--- src/sv/hgc_pkg.sv ---
// hgc_pkg: shared widths, register codes, struct types and the tetrahedron
// split tables for the hex-to-tet grid connectivity block. No dependencies.
`default_nettype none

package hgc_pkg;

  localparam int unsigned MAX_CELLS_DEFAULT = 64;
  localparam int unsigned TETS_PER_CELL     = 12;
  localparam int unsigned CNT_W             = $clog2(TETS_PER_CELL);
  localparam int unsigned IDX_W             = 20;
  localparam int unsigned COORD_W           = 6;
  localparam int unsigned CFG_W             = 7;
  localparam int unsigned CFG_IDX_W         = 2;

  localparam logic [CNT_W-1:0] LAST_TET = CNT_W'(TETS_PER_CELL - 1);

  typedef enum logic [CFG_IDX_W-1:0] {
    REG_CELLS_X = 2'd0,
    REG_CELLS_Y = 2'd1,
    REG_CELLS_Z = 2'd2
  } cfg_reg_e;

  // Clamped cell counts per axis.
  typedef struct packed {
    logic [CFG_W-1:0] cx;
    logic [CFG_W-1:0] cy;
    logic [CFG_W-1:0] cz;
  } grid_t;

  // Per-cell geometry handed to the emitter.
  typedef struct packed {
    logic [IDX_W-1:0] base;   // index of local corner 0
    logic [IDX_W-1:0] apex;   // centre vertex
    logic [IDX_W-1:0] plane;  // x stride, (cy+1)*(cz+1)
    logic [CFG_W:0]   nz;     // y stride, cz+1
    logic             odd;    // diagonal pattern select
    logic             bad;    // cell outside grid
  } geom_t;

  // Three local corners {a,b,c} of tetrahedron t; corner = (dx<<2)|(dy<<1)|dz.
  function automatic logic [8:0] tet_corners(input logic odd, input logic [CNT_W-1:0] t);
    logic [8:0] r;
    case ({odd, t})
      5'h00: r = {3'd0, 3'd1, 3'd4};
      5'h01: r = {3'd1, 3'd5, 3'd4};
      5'h02: r = {3'd0, 3'd2, 3'd1};
      5'h03: r = {3'd1, 3'd2, 3'd3};
      5'h04: r = {3'd0, 3'd4, 3'd6};
      5'h05: r = {3'd0, 3'd6, 3'd2};
      5'h06: r = {3'd3, 3'd2, 3'd7};
      5'h07: r = {3'd2, 3'd6, 3'd7};
      5'h08: r = {3'd4, 3'd5, 3'd7};
      5'h09: r = {3'd4, 3'd7, 3'd6};
      5'h0a: r = {3'd1, 3'd3, 3'd5};
      5'h0b: r = {3'd3, 3'd7, 3'd5};
      5'h10: r = {3'd0, 3'd1, 3'd5};
      5'h11: r = {3'd0, 3'd5, 3'd4};
      5'h12: r = {3'd0, 3'd3, 3'd1};
      5'h13: r = {3'd0, 3'd2, 3'd3};
      5'h14: r = {3'd0, 3'd4, 3'd2};
      5'h15: r = {3'd2, 3'd4, 3'd6};
      5'h16: r = {3'd3, 3'd2, 3'd6};
      5'h17: r = {3'd3, 3'd6, 3'd7};
      5'h18: r = {3'd5, 3'd7, 3'd6};
      5'h19: r = {3'd5, 3'd6, 3'd4};
      5'h1a: r = {3'd1, 3'd3, 3'd7};
      5'h1b: r = {3'd1, 3'd7, 3'd5};
      default: r = '0;
    endcase
    return r;
  endfunction

endpackage

`default_nettype wire

--- src/sv/hgc_cfg.sv ---
// hgc_cfg: grid size registers with write port and clamping to the
// maximum cells per axis. Depends on hgc_pkg.
`default_nettype none

module hgc_cfg
  import hgc_pkg::*;
#(
  parameter int unsigned MAX_CELLS_PER_DIM = MAX_CELLS_DEFAULT
) (
  input  wire logic                 clk_i,
  input  wire logic                 rst_ni,
  input  wire logic                 cfg_we_i,
  input  wire logic [CFG_IDX_W-1:0] cfg_idx_i,
  input  wire logic [CFG_W-1:0]     cfg_wdata_i,
  output grid_t                     grid_o
);

  localparam logic [CFG_W+1:0] MaxCells = (CFG_W+2)'(MAX_CELLS_PER_DIM);

  logic [CFG_W-1:0] cells_x_q, cells_y_q, cells_z_q;

  // result always fits CFG_W bits: either no clamp or clamp to a max below 128
  function automatic logic [CFG_W-1:0] clamp(input logic [CFG_W-1:0] v);
    logic [CFG_W+1:0] w;
    w = {2'b00, v};
    return (w > MaxCells) ? MaxCells[CFG_W-1:0] : v;
  endfunction

  always_ff @(posedge clk_i or negedge rst_ni) begin
    if (!rst_ni) begin
      cells_x_q <= CFG_W'(1);
      cells_y_q <= CFG_W'(1);
      cells_z_q <= CFG_W'(1);
    end else if (cfg_we_i) begin
      case (cfg_reg_e'(cfg_idx_i))
        REG_CELLS_X: cells_x_q <= cfg_wdata_i;
        REG_CELLS_Y: cells_y_q <= cfg_wdata_i;
        REG_CELLS_Z: cells_z_q <= cfg_wdata_i;
        default: ;
      endcase
    end
  end

  assign grid_o.cx = clamp(cells_x_q);
  assign grid_o.cy = clamp(cells_y_q);
  assign grid_o.cz = clamp(cells_z_q);

endmodule

`default_nettype wire

--- src/sv/hgc_index.sv ---
// hgc_index: two-stage index arithmetic per cell (row products, then base,
// apex and strides). Depends on hgc_pkg.
`default_nettype none

module hgc_index
  import hgc_pkg::*;
(
  input  wire logic               clk_i,
  input  wire logic               rst_ni,
  input  wire logic               in_valid_i,
  output logic                    in_stall_o,
  input  wire logic [COORD_W-1:0] cell_x_i,
  input  wire logic [COORD_W-1:0] cell_y_i,
  input  wire logic [COORD_W-1:0] cell_z_i,
  input  grid_t                   grid_i,
  output geom_t                   geom_o,
  output logic                    geom_valid_o,
  input  wire logic               geom_take_i
);

  logic [CFG_W:0] nx, ny, nz;

  // stage 1
  logic               s1_v_q, s1_v_d;
  logic [14:0]        s1_a_q;      // x*ny + y
  logic [13:0]        s1_b_q;      // x*cy + y
  logic [14:0]        s1_plane_q;  // ny*nz
  logic [COORD_W-1:0] s1_z_q;
  logic               s1_bad_q, s1_odd_q;

  // stage 2
  logic  s2_v_q, s2_v_d;
  geom_t s2_q, s2_d;

  logic s1_free, s2_free, in_acc;

  assign nx = {1'b0, grid_i.cx} + (CFG_W+1)'(1);
  assign ny = {1'b0, grid_i.cy} + (CFG_W+1)'(1);
  assign nz = {1'b0, grid_i.cz} + (CFG_W+1)'(1);

  assign s2_free    = !s2_v_q || geom_take_i;
  assign s1_free    = !s1_v_q || s2_free;
  assign in_stall_o = !s1_free;
  assign in_acc     = in_valid_i && s1_free;

  always_comb begin
    s1_v_d = in_acc ? 1'b1 : (s2_free ? 1'b0 : s1_v_q);
    s2_v_d = s2_free ? s1_v_q : s2_v_q;
  end

  always_ff @(posedge clk_i or negedge rst_ni) begin
    if (!rst_ni) begin
      s1_v_q <= 1'b0;
      s2_v_q <= 1'b0;
    end else begin
      s1_v_q <= s1_v_d;
      s2_v_q <= s2_v_d;
    end
  end

  always_ff @(posedge clk_i) begin
    if (in_acc) begin
      s1_a_q     <= 15'(cell_x_i) * 15'(ny) + 15'(cell_y_i);
      s1_b_q     <= 14'(cell_x_i) * 14'(grid_i.cy) + 14'(cell_y_i);
      s1_plane_q <= 15'(ny) * 15'(nz);
      s1_z_q     <= cell_z_i;
      s1_bad_q   <= ({1'b0, cell_x_i} >= grid_i.cx) || ({1'b0, cell_y_i} >= grid_i.cy) ||
                    ({1'b0, cell_z_i} >= grid_i.cz);
      s1_odd_q   <= cell_x_i[0] ^ cell_y_i[0] ^ cell_z_i[0];
    end
  end

  // all sums wrap at the index width, as the result fields do
  always_comb begin
    s2_d.base  = IDX_W'(s1_a_q) * IDX_W'(nz) + IDX_W'(s1_z_q);
    s2_d.apex  = IDX_W'(nx) * IDX_W'(s1_plane_q) + IDX_W'(s1_b_q) * IDX_W'(grid_i.cz) +
                 IDX_W'(s1_z_q);
    s2_d.plane = IDX_W'(s1_plane_q);
    s2_d.nz    = nz;
    s2_d.odd   = s1_odd_q;
    s2_d.bad   = s1_bad_q;
  end

  always_ff @(posedge clk_i) begin
    if (s2_free && s1_v_q) begin
      s2_q <= s2_d;
    end
  end

  assign geom_o       = s2_q;
  assign geom_valid_o = s2_v_q;

endmodule

`default_nettype wire

--- src/sv/hgc_emit.sv ---
// hgc_emit: steps through the twelve tetrahedra of a cell, or one zeroed
// result for a bad cell; drives the result register. Depends on hgc_pkg.
`default_nettype none

module hgc_emit
  import hgc_pkg::*;
(
  input  wire logic         clk_i,
  input  wire logic         rst_ni,
  input  geom_t             geom_i,
  input  wire logic         geom_valid_i,
  output logic              geom_take_o,
  output logic              out_valid_o,
  input  wire logic         out_stall_i,
  output logic [CNT_W-1:0]  tet_number_o,
  output logic [IDX_W-1:0]  corner_a_o,
  output logic [IDX_W-1:0]  corner_b_o,
  output logic [IDX_W-1:0]  corner_c_o,
  output logic [IDX_W-1:0]  apex_index_o,
  output logic              bad_cell_o,
  output logic              last_tet_o
);

  logic [CNT_W-1:0] cnt_q, cnt_d;
  logic             out_v_q, out_v_d;
  logic             load, last;
  logic [8:0]       sel;

  function automatic logic [IDX_W-1:0] corner_idx(input geom_t g, input logic [2:0] c);
    logic [IDX_W-1:0] r;
    r = g.base + (c[2] ? g.plane : '0) + (c[1] ? IDX_W'(g.nz) : '0) + IDX_W'(c[0]);
    return r;
  endfunction

  assign load        = geom_valid_i && (!out_v_q || !out_stall_i);
  assign last        = geom_i.bad || (cnt_q == LAST_TET);
  assign geom_take_o = load && last;
  assign sel         = tet_corners(geom_i.odd, cnt_q);

  always_comb begin
    cnt_d   = cnt_q;
    out_v_d = out_v_q;
    if (load) begin
      out_v_d = 1'b1;
      cnt_d   = last ? '0 : cnt_q + CNT_W'(1);
    end else if (!out_stall_i) begin
      out_v_d = 1'b0;
    end
  end

  always_ff @(posedge clk_i or negedge rst_ni) begin
    if (!rst_ni) begin
      cnt_q   <= '0;
      out_v_q <= 1'b0;
    end else begin
      cnt_q   <= cnt_d;
      out_v_q <= out_v_d;
    end
  end

  always_ff @(posedge clk_i) begin
    if (load) begin
      if (geom_i.bad) begin
        tet_number_o <= '0;
        corner_a_o   <= '0;
        corner_b_o   <= '0;
        corner_c_o   <= '0;
        apex_index_o <= '0;
        bad_cell_o   <= 1'b1;
        last_tet_o   <= 1'b1;
      end else begin
        tet_number_o <= cnt_q;
        corner_a_o   <= corner_idx(geom_i, sel[8:6]);
        corner_b_o   <= corner_idx(geom_i, sel[5:3]);
        corner_c_o   <= corner_idx(geom_i, sel[2:0]);
        apex_index_o <= geom_i.apex;
        bad_cell_o   <= 1'b0;
        last_tet_o   <= (cnt_q == LAST_TET);
      end
    end
  end

  assign out_valid_o = out_v_q;

endmodule

`default_nettype wire

--- src/sv/hex_to_tet_grid_connectivity.sv ---
// hex_to_tet_grid_connectivity: top level, one hexahedral grid cell in,
// its twelve tetrahedra out. Depends on hgc_pkg, hgc_cfg, hgc_index, hgc_emit.
`default_nettype none

// Channel  Direction  Handshake            Beat
// cfg      in         cfg_we_i             cfg_idx_i, cfg_wdata_i
// in       in         in_valid_i/stall_o   cell_x_i, cell_y_i, cell_z_i
// out      out        out_valid_o/stall_i  tet_number_o .. last_tet_o
//
// A cell yields its twelve tetrahedra one per cycle from the emitter's counter
// while out_stall_i is low; an out-of-grid cell yields a single result. Input
// beats pass two register stages of index arithmetic (row products, then
// base/apex) and then the emitter's result register; the next cell is taken
// while the current one is still emitting. Reset sets all cell counts to one
// and empties the pipeline. Output stall holds the result register and backs
// up through the stages to in_stall_o.

module hex_to_tet_grid_connectivity
  import hgc_pkg::*;
#(
  parameter int unsigned MAX_CELLS_PER_DIM = MAX_CELLS_DEFAULT
) (
  input  wire logic                 clk_i,
  input  wire logic                 rst_ni,
  // configuration
  input  wire logic                 cfg_we_i,
  input  wire logic [CFG_IDX_W-1:0] cfg_idx_i,
  input  wire logic [CFG_W-1:0]     cfg_wdata_i,
  // cell input
  input  wire logic                 in_valid_i,
  output logic                      in_stall_o,
  input  wire logic [COORD_W-1:0]   cell_x_i,
  input  wire logic [COORD_W-1:0]   cell_y_i,
  input  wire logic [COORD_W-1:0]   cell_z_i,
  // tetrahedron output
  output logic                      out_valid_o,
  input  wire logic                 out_stall_i,
  output logic [CNT_W-1:0]          tet_number_o,
  output logic [IDX_W-1:0]          corner_a_o,
  output logic [IDX_W-1:0]          corner_b_o,
  output logic [IDX_W-1:0]          corner_c_o,
  output logic [IDX_W-1:0]          apex_index_o,
  output logic                      bad_cell_o,
  output logic                      last_tet_o
);

  grid_t grid;
  geom_t geom;
  logic  geom_valid, geom_take;

  // Grid size registers; counts above the maximum are clamped here.
  hgc_cfg #(
    .MAX_CELLS_PER_DIM (MAX_CELLS_PER_DIM)
  ) u_cfg (
    .clk_i       (clk_i),
    .rst_ni      (rst_ni),
    .cfg_we_i    (cfg_we_i),
    .cfg_idx_i   (cfg_idx_i),
    .cfg_wdata_i (cfg_wdata_i),
    .grid_o      (grid)
  );

  // Lattice index of corner 0, strides and centre vertex index.
  hgc_index u_index (
    .clk_i        (clk_i),
    .rst_ni       (rst_ni),
    .in_valid_i   (in_valid_i),
    .in_stall_o   (in_stall_o),
    .cell_x_i     (cell_x_i),
    .cell_y_i     (cell_y_i),
    .cell_z_i     (cell_z_i),
    .grid_i       (grid),
    .geom_o       (geom),
    .geom_valid_o (geom_valid),
    .geom_take_i  (geom_take)
  );

  // Tetrahedron sequencer: table lookup per step, corners as base + strides.
  hgc_emit u_emit (
    .clk_i        (clk_i),
    .rst_ni       (rst_ni),
    .geom_i       (geom),
    .geom_valid_i (geom_valid),
    .geom_take_o  (geom_take),
    .out_valid_o  (out_valid_o),
    .out_stall_i  (out_stall_i),
    .tet_number_o (tet_number_o),
    .corner_a_o   (corner_a_o),
    .corner_b_o   (corner_b_o),
    .corner_c_o   (corner_c_o),
    .apex_index_o (apex_index_o),
    .bad_cell_o   (bad_cell_o),
    .last_tet_o   (last_tet_o)
  );

endmodule

`default_nettype wire
--- config.mk ---
export PLATFORM = sky130hd
export DESIGN_NAME = hex_to_tet_grid_connectivity
export DESIGN_NICKNAME = d
export VERILOG_FILES = /design/src/sv/hgc_pkg.sv /design/src/sv/hgc_cfg.sv /design/src/sv/hgc_index.sv /design/src/sv/hgc_emit.sv /design/src/sv/hex_to_tet_grid_connectivity.sv
export SDC_FILE = /design/constraint.sdc
export NUM_CORES = 1
export LEC_CHECK = 0
export BUFFER_PORTS_ARGS = -buffer_cell sky130_fd_sc_hd__buf_2
export CAP_MARGIN = 20
export CORE_MARGIN = 1
export CORE_UTILIZATION = 50
export CTS_CLUSTER_SIZE = 30
export DETAILED_ROUTE_END_ITERATION = 8
export PLACE_DENSITY = 0.7
export SETUP_SLACK_MARGIN = 0.02
export SYNTH_ARGS = -nofsm -noshare
export SYNTH_HDL_FRONTEND = slang
export SYNTH_SLANG_ARGS = --single-unit
--- constraint.sdc ---
create_clock -name clk_i -period 14.6 [get_ports clk_i]
set_input_delay 2.92 -clock clk_i [delete_from_list [all_inputs] [get_ports clk_i]]
set_output_delay 2.92 -clock clk_i [all_outputs]
set_load 0.05 [all_outputs]
==> flow_metrics.py, run 1 <==
metrics = {
    "setup_path": {
        "crit_type": "register to register",
        "ff2ff_path_depth": 22,
        "worstPathMaxFanout": 16,
        "setup.worst_path.end_class": "register",
        "startpoint_type": "register",
        "crit_required_ns": 14.88,
        "crit_arrival_ns": 7.91,
    },
    "logic_synthesis": {
        "syn_area_mm2": 0.02812,
        "ys_seq_elements": 231,
        "synth.distinct_cells": 79,
        "synthArstFlopShare": 0.1212,
        "ys_seq_area_frac": 0.2418,
        "syn_area_per_cell_um2": 9.854,
        "synth-main-ff-cell": "edfxtp_1",
        "ys_warn_count": 0,
        "synth-edff-count": 203,
        "yosysTopAreaCellShare": 0.2612,
        "yosys.area.top_type": "fa_1",
        "ys_top_cells_by_area": "fa_1 (26%), edfxtp_1 (22%), ha_1 (14%)",
        "syn_inst": 2854,
    },
    "cts": {
        "cts_tree": "yes",
        "clkLatencyLatePin_ns": 0.56,
        "cts_buffers": 26,
        "cts_num_sinks": 231,
        "ctsResizeCount": 0,
        "cts_buffer_depth": 3,
        "htree_levels": 1,
        "cts_hold_buf": 0,
        "root_buffer": "clkbuf_16",
        "post_cts_buffers": 0,
        "clk_pin_slew_ns": 0.06,
    },
    "routing": {
        "dr_wl_met3_mm": 3.204,
        "wl_met1_mm": 28.04,
        "final_antenna_net_count": 0,
        "post_drt_via_cell_ratio": 5.239,
        "post_drt_wl_per_cell_um": 16.48,
        "wl_met2_mm": 29.13,
        "wl_mm": 62.02,
        "top_layer": "met4",
        "remaining_drc_errors": 0,
        "num_vias": 19720,
        "firstDrtPassIters": 5,
        "drt_iter0_markers": 1056,
    },
    "layout": {
        "final_core_util": 0.5526,
        "nNetsFinal": 3710,
        "final_common_cell": "inv_1",
        "final_cell_mix": "inv_1 (551), fa_1 (367), ha_1 (315)",
        "drive_above_1_share": 0.07692,
        "area_growth_pct": 8.675,
        "fin_cells": 3764,
        "nFillCells": 4868,
        "antenna_cells": 0,
    },
    "placement": {
        "gp_congestion": 0.8728,
        "portBuffers": 119,
        "detailed_place_hpwl_mm": 50.61,
        "place_inst": 3715,
    },
    "global_routing": {
        "grtUsageTotal": 0.2244,
        "antenna_found_initial": 0,
        "grt_pass1_wl_mm": 102.4,
        "grt_max_degree": 73,
        "grt_pass1_vias": 20570,
        "overflow": 0,
    },
    "sta": {
        "grt_setup_unrepaired": "false",
        "whs_ns": 0.4327,
        "skew_ns": 0.01050,
        "relSlewSlack": 0.2390,
        "setup_viol": 0,
        "fmax_mhz": 131.1,
        "maxSlewViolCount": 0,
        "min_period_ns": 7.628,
        "tns_ns": 0,
        "tightest_slew_ns": 1.139,
        "finalHoldViolations": 0,
        "finalCritPeriodShare": 0.5225,
    },
    "die": {
        "die_w_um": 239.2,
        "dieArea_mm2": 0.05720,
        "io_pins": 120,
        "core_area_mm2": 0.05531,
        "start_util": 0.5085,
        "dieHeight_um": 239.2,
        "placementRows": 86,
    },
    "job": {
        "max_cap_viol_count": 0,
    },
    "hold_path": {
        "hold_path_class": "register to register",
        "hold_depth": 0,
    },
    "run_status": {
        "status": "finished clean",
    },
}
==> metal layers <==
layer,vias to the layer above,global-route usage
met5,-,0
met4,0,0.06430
met3,73,0.02777
met2,435,0.3754
met1,9892,0.3062
li1,9319,-
==> cell type report <==
class | count | area [um^2] | area share
inverter | 559 | 2100 | 0.06869
clock buffer | 40 | 773.2 | 0.02530
sequential | 231 | 6800 | 0.2225
multi-input combinational | 2039 | 19150 | 0.6264
clock inverter | 8 | 58.81 | 0.001924
tap | 748 | 935.9 | 0.03062
timing repair buffer | 139 | 750.7 | 0.02456
==> sequential cells by signal, summed over array words and instances (netlist names) <==
name / count
u_emit.tet_number_o: 4
u_cfg.cells_z_q: 7
u_cfg.cells_y_q: 7
u_index.s1_plane_q: 15
u_index.s1_bad_q: 1
u_emit.out_valid_o: 1
u_emit.corner_c_o: 20
u_index.s1_z_q: 6
u_index.s1_odd_q: 1
u_emit.cnt_q: 4
u_index.geom_valid_o: 1
u_index.s1_b_q: 14
u_index.geom_o: 65
u_emit.corner_a_o: 20
u_index.s1_v_q: 1
u_emit.corner_b_o: 20
u_cfg.cells_x_q: 7
u_emit.apex_index_o: 20
u_emit.bad_cell_o: 1
u_index.s1_a_q: 15
u_emit.last_tet_o: 1
==> Yosys cell counts (4+ instances only) <==
cell and instances:
inv_1 552, fa_1 367, ha_1 315, nand2_1 314, and2_1 232, edfxtp_1 203, nor2_1 114, xnor2_1 83
a21oi_1 82, clkbuf_1 64, nor2b_1 55, o21ai_0 47, a21o_1 36, xor2_1 36, o21a_1 32, nand2b_1 27
nor3_1 27, dfrtp_1 25, mux2_2 22, nand3_1 21, a211oi_1 16, and3_1 16, o21ai_1 12, mux2i_1 10
o211ai_1 10, or3_1 7, a31oi_1 6, nor3b_1 6, inv_2 5, nand3b_1 5, nand4_1 5, nor4_1 5
o21bai_1 5, o22ai_1 5, o31a_1 5, a31o_1 4, o31ai_1 4, or4_1 4
==> cells by family after synthesis <==
logic type | synth area share
AND/OR/NAND/NOR | 0.1506
AO/OA/AOI/OAI | 0.07221
buffers and inverters | 0.08395
multiplexers | 0.01277
XOR/XNOR | 0.03706
other | 0.0002670
flip-flops | 0.2418
adder cells (fa/ha/maj) | 0.4014
==> final timing paths <==
| check | start | end | slack [ns] |
|---|---|---|---|
| max in group asynchronous | rst_ni | u_cfg.cells_x_q[4] | 11.68 |
| worst min-delay path | u_index.s1_bad_q | u_index.geom_o[0] | 0.43 |
| worst max-delay path | u_cfg.cells_x_q[6] | u_index.geom_o[49] | 6.97 |
| min in group asynchronous | rst_ni | u_emit.out_valid_o | 2.42 |
| worst max register to register | u_cfg.cells_x_q[6] | u_index.geom_o[49] | 6.97 |
| worst min register to register | u_index.s1_bad_q | u_index.geom_o[0] | 0.43 |
==> stage by stage <==
| step | cell area [um^2] | worst slack [ns] |
|---|---|---|
| 2_1_floorplan | 28290 | 7.761 |
| 3_3_place_gp | 29690 | 6.896 |
| 3_5_place_dp | 29720 | 7.028 |
| 4_1_cts | 30560 | 7.024 |
| 5_1_grt | 30560 | 6.519 |
| 6_report | 30560 | 6.972 |
==> worst max-delay path: stages, from the launching register on <==
cell,delay [ns]
dfrtp_1,0.50
nand2b_1,0.61
inv_1,0.16
ha_1,0.30
xnor2_2,0.76
nand2_1,0.19
fa_1,0.52
fa_1,0.55
inv_1,0.05
fa_1,0.49
fa_1,0.50
fa_1,0.49
inv_1,0.05
fa_1,0.47
inv_1,0.04
ha_1,0.31
o21ai_0,0.13
o211ai_1,0.25
a41oi_1,0.24
o21ba_1,0.25
o21ai_1,0.20
a31oi_1,0.13
xnor2_1,0.17
Power of run 1 is left out: the tool's default activity adds up to more than one toggle a clock period on the data nets, which glitch-free logic cannot reach.
==> run 2: changes to the inputs <==
- ABC_AREA: default -> 1
- PLACE_DENSITY: 0.7 -> 0.72
- clock period: 14.6 -> 6.9 ns (I/O delays scaled with it)
==> flow_metrics.py, run 2 <==
metrics = {
    "run_status": {
        "status": "finished clean",
    },
    "logic_synthesis": {
        "muxShareOfSynthArea": 0,
        "synth-edff-count": 203,
        "syn_area_mm2": 0.02819,
        "synth_top_family_by_area": "adder cells",
        "synth_simple_gate_area_share": 0.1475,
        "synthArstFlopShare": 0.1212,
        "yosysTopAreaCellShare": 0.2607,
        "ys_top_cells_by_area": "fa_1 (26%), edfxtp_1 (22%), ha_1 (14%)",
        "syn_inst": 3240,
        "synth_compound_area_frac": 0.07204,
        "ys_seq_area_frac": 0.2413,
        "synth-xor-area-share": 0.02526,
        "synthAdderAreaFrac": 0.4005,
        "synth.distinct_cells": 49,
        "syn_area_per_cell_um2": 8.700,
        "ys_seq_elements": 231,
        "ys_warn_count": 0,
        "yosys.area.top_type": "fa_1",
        "synth-main-ff-cell": "edfxtp_1",
        "yosysMostFrequentCell": "inv_1",
        "netlist_top_cells_count": "inv_1 (781), nand2_1 (564), fa_1 (367)",
    },
    "setup_path": {
        "worstPathMaxFanout": 8,
        "timing.rr.end": "u_index.geom_o[43]",
        "crit_required_ns": 7.29,
        "ff2ff_path_depth": 29,
        "crit_path_max_incr_delay_ns": 0.51,
        "r2r_start": "u_cfg.cells_x_q[2]",
        "rrSetupSlack_ns": 0.31,
        "startpoint_type": "register",
        "cp_slowest_cell": "fa_1",
        "crit_type": "register to register",
        "setup.worst_path.end_class": "register",
        "crit_arrival_ns": 6.98,
    },
    "sta": {
        "skew_ns": 0.03145,
        "tightest_slew_ns": 0.8076,
        "min_period_ns": 6.591,
        "whs_ns": 0.4370,
        "maxSlewViolCount": 0,
        "finalCritPeriodShare": 0.9553,
        "finalHoldViolations": 0,
        "setup_viol": 0,
        "relSlewSlack": 0.4616,
        "fmax_mhz": 151.7,
    },
    "die": {
        "dieArea_mm2": 0.05733,
        "dieHeight_um": 239.4,
        "start_util": 0.5086,
        "io_pins": 120,
        "placementRows": 86,
        "die_w_um": 239.4,
        "core_area_mm2": 0.05542,
    },
    "placement": {
        "place_inst": 4131,
        "gp_congestion": 0.9308,
        "portBuffers": 119,
        "placed_cell_area_mm2": 0.02990,
        "detailed_place_hpwl_mm": 53.19,
    },
    "layout": {
        "antenna_cells": 0,
        "multi_input_area_mm2": 0.01852,
        "fin_cells": 4185,
        "largest_reg_flops": 65,
        "area_growth_pct": 9.775,
        "final_common_cell": "inv_1",
        "regArea_mm2": 0.006802,
        "nNetsFinal": 4132,
        "drive_above_1_share": 0.07507,
        "final_cell_area_mm2": 0.03094,
        "nFillCells": 4911,
        "final_cell_mix": "inv_1 (777), nand2_1 (561), fa_1 (367)",
    },
    "job": {
        "max_cap_viol_count": 0,
    },
    "global_routing": {
        "grt_max_degree": 66,
        "met2_usage": 0.3850,
        "grtUsageTotal": 0.2280,
        "grt_pass1_vias": 20780,
        "grt.busiest_layer": "met2",
        "overflow": 0,
        "antenna_found_initial": 2,
        "grt_pass1_wl_mm": 104.2,
        "grt_use_met3": 0.02316,
        "use_met1": 0.3162,
    },
    "routing": {
        "post_drt_via_cell_ratio": 5.074,
        "drt_iter0_markers": 1789,
        "firstDrtPassIters": 6,
        "remaining_drc_errors": 0,
        "post_drt_wl_per_cell_um": 15.25,
        "num_vias": 21230,
        "final_antenna_net_count": 0,
        "wl_mm": 63.82,
    },
    "cts": {
        "cts_num_sinks": 231,
        "cts_tree": "yes",
        "clkLatencyLatePin_ns": 0.57,
        "root_buffer": "clkbuf_16",
        "cts_buffers": 25,
        "clk_pin_slew_ns": 0.06,
        "cts_buffer_depth": 3,
        "htree_levels": 1,
    },
    "hold_path": {
        "hold_start": "u_index.s1_odd_q",
        "hold_path_class": "register to register",
        "hold-path-endpoint": "u_index.geom_o[1]",
        "hold_depth": 0,
    },
}
[run 2: cell type report]
| cell class | count | share of cell area |
|---|---|---|
| Clock inverter | 19 | 0.006268 |
| Timing Repair inverter | 1 | 0.0002426 |
| Multi-Input combinational cell | 2212 | 0.5986 |
| Clock buffer | 27 | 0.02046 |
| Sequential cell | 231 | 0.2198 |
| Tap cell | 748 | 0.03025 |
| Inverter | 793 | 0.09660 |
| Timing Repair Buffer | 154 | 0.02774 |
[run 2: per-stage QoR]
stage / util / TNS, ns / worst slack (ns)
floorplan: - / 0 / 0.2112
global placement: 0.5395 / 0 / 0.1245
detailed placement: 0.5395 / 0 / 0.005797
CTS: 0.5545 / 0 / 0.1029
global route: 0.5584 / -0.01058 / -0.01058
finish: 0.5584 / 0 / 0.3087
[run 2: worst max-delay path: cells and delay by family, from the launching register on]
kind / cells / cell delay (ns)
compound gates: 1 / 0.32
xor+xnor: 2 / 0.40
flops: 1 / 0.44
simple gates: 10 / 1.15
buf+inv: 8 / 0.65
fa+ha+maj: 8 / 3.45
[run 2: kinds of logic after synthesis]
| logic type | after synthesis |
|---|---|
| adders and majority gates | 682 |
| DFF | 231 |
| buffers and inverters | 841 |
| AOI/OAI and AO/OA | 364 |
| xor gates and xnor gates | 77 |
| and+or+nand+nor | 1043 |
| other | 2 |
[run 2: repair_timing]
action,CTS,global route
setup buffers,0,7
cloned,0,1
gates resized for setup,1,34
hold buffers,0,0
endpoints found under the hold margin,0,0
pin swaps,0,6
setup endpoints to repair,1,10
[run 2: how the worst max path moves through the flow]
stage                       start                  to  slack [ns]  depth (start not counted)
3_3_place_gp   u_cfg.cells_x_q[4]  u_index.geom_o[49]        0.12                         29
2_1_floorplan  u_cfg.cells_x_q[4]  u_index.geom_o[49]        0.21                         31
6_report       u_cfg.cells_x_q[2]  u_index.geom_o[43]        0.31                         29
3_5_place_dp   u_cfg.cells_x_q[2]  u_index.geom_o[49]       0.006                         29
5_1_grt        u_cfg.cells_x_q[2]  u_index.geom_o[43]       -0.01                         29
4_1_cts        u_cfg.cells_x_q[2]  u_index.geom_o[49]        0.10                         29
[run 2: layer usage]
metal	wire, um	vias up
met5	14	-
met4	1329	4
met3	3531	104
met2	30360	629
met1	28580	10190
li1	-	10310
Power of run 2 is left out for the same reason.
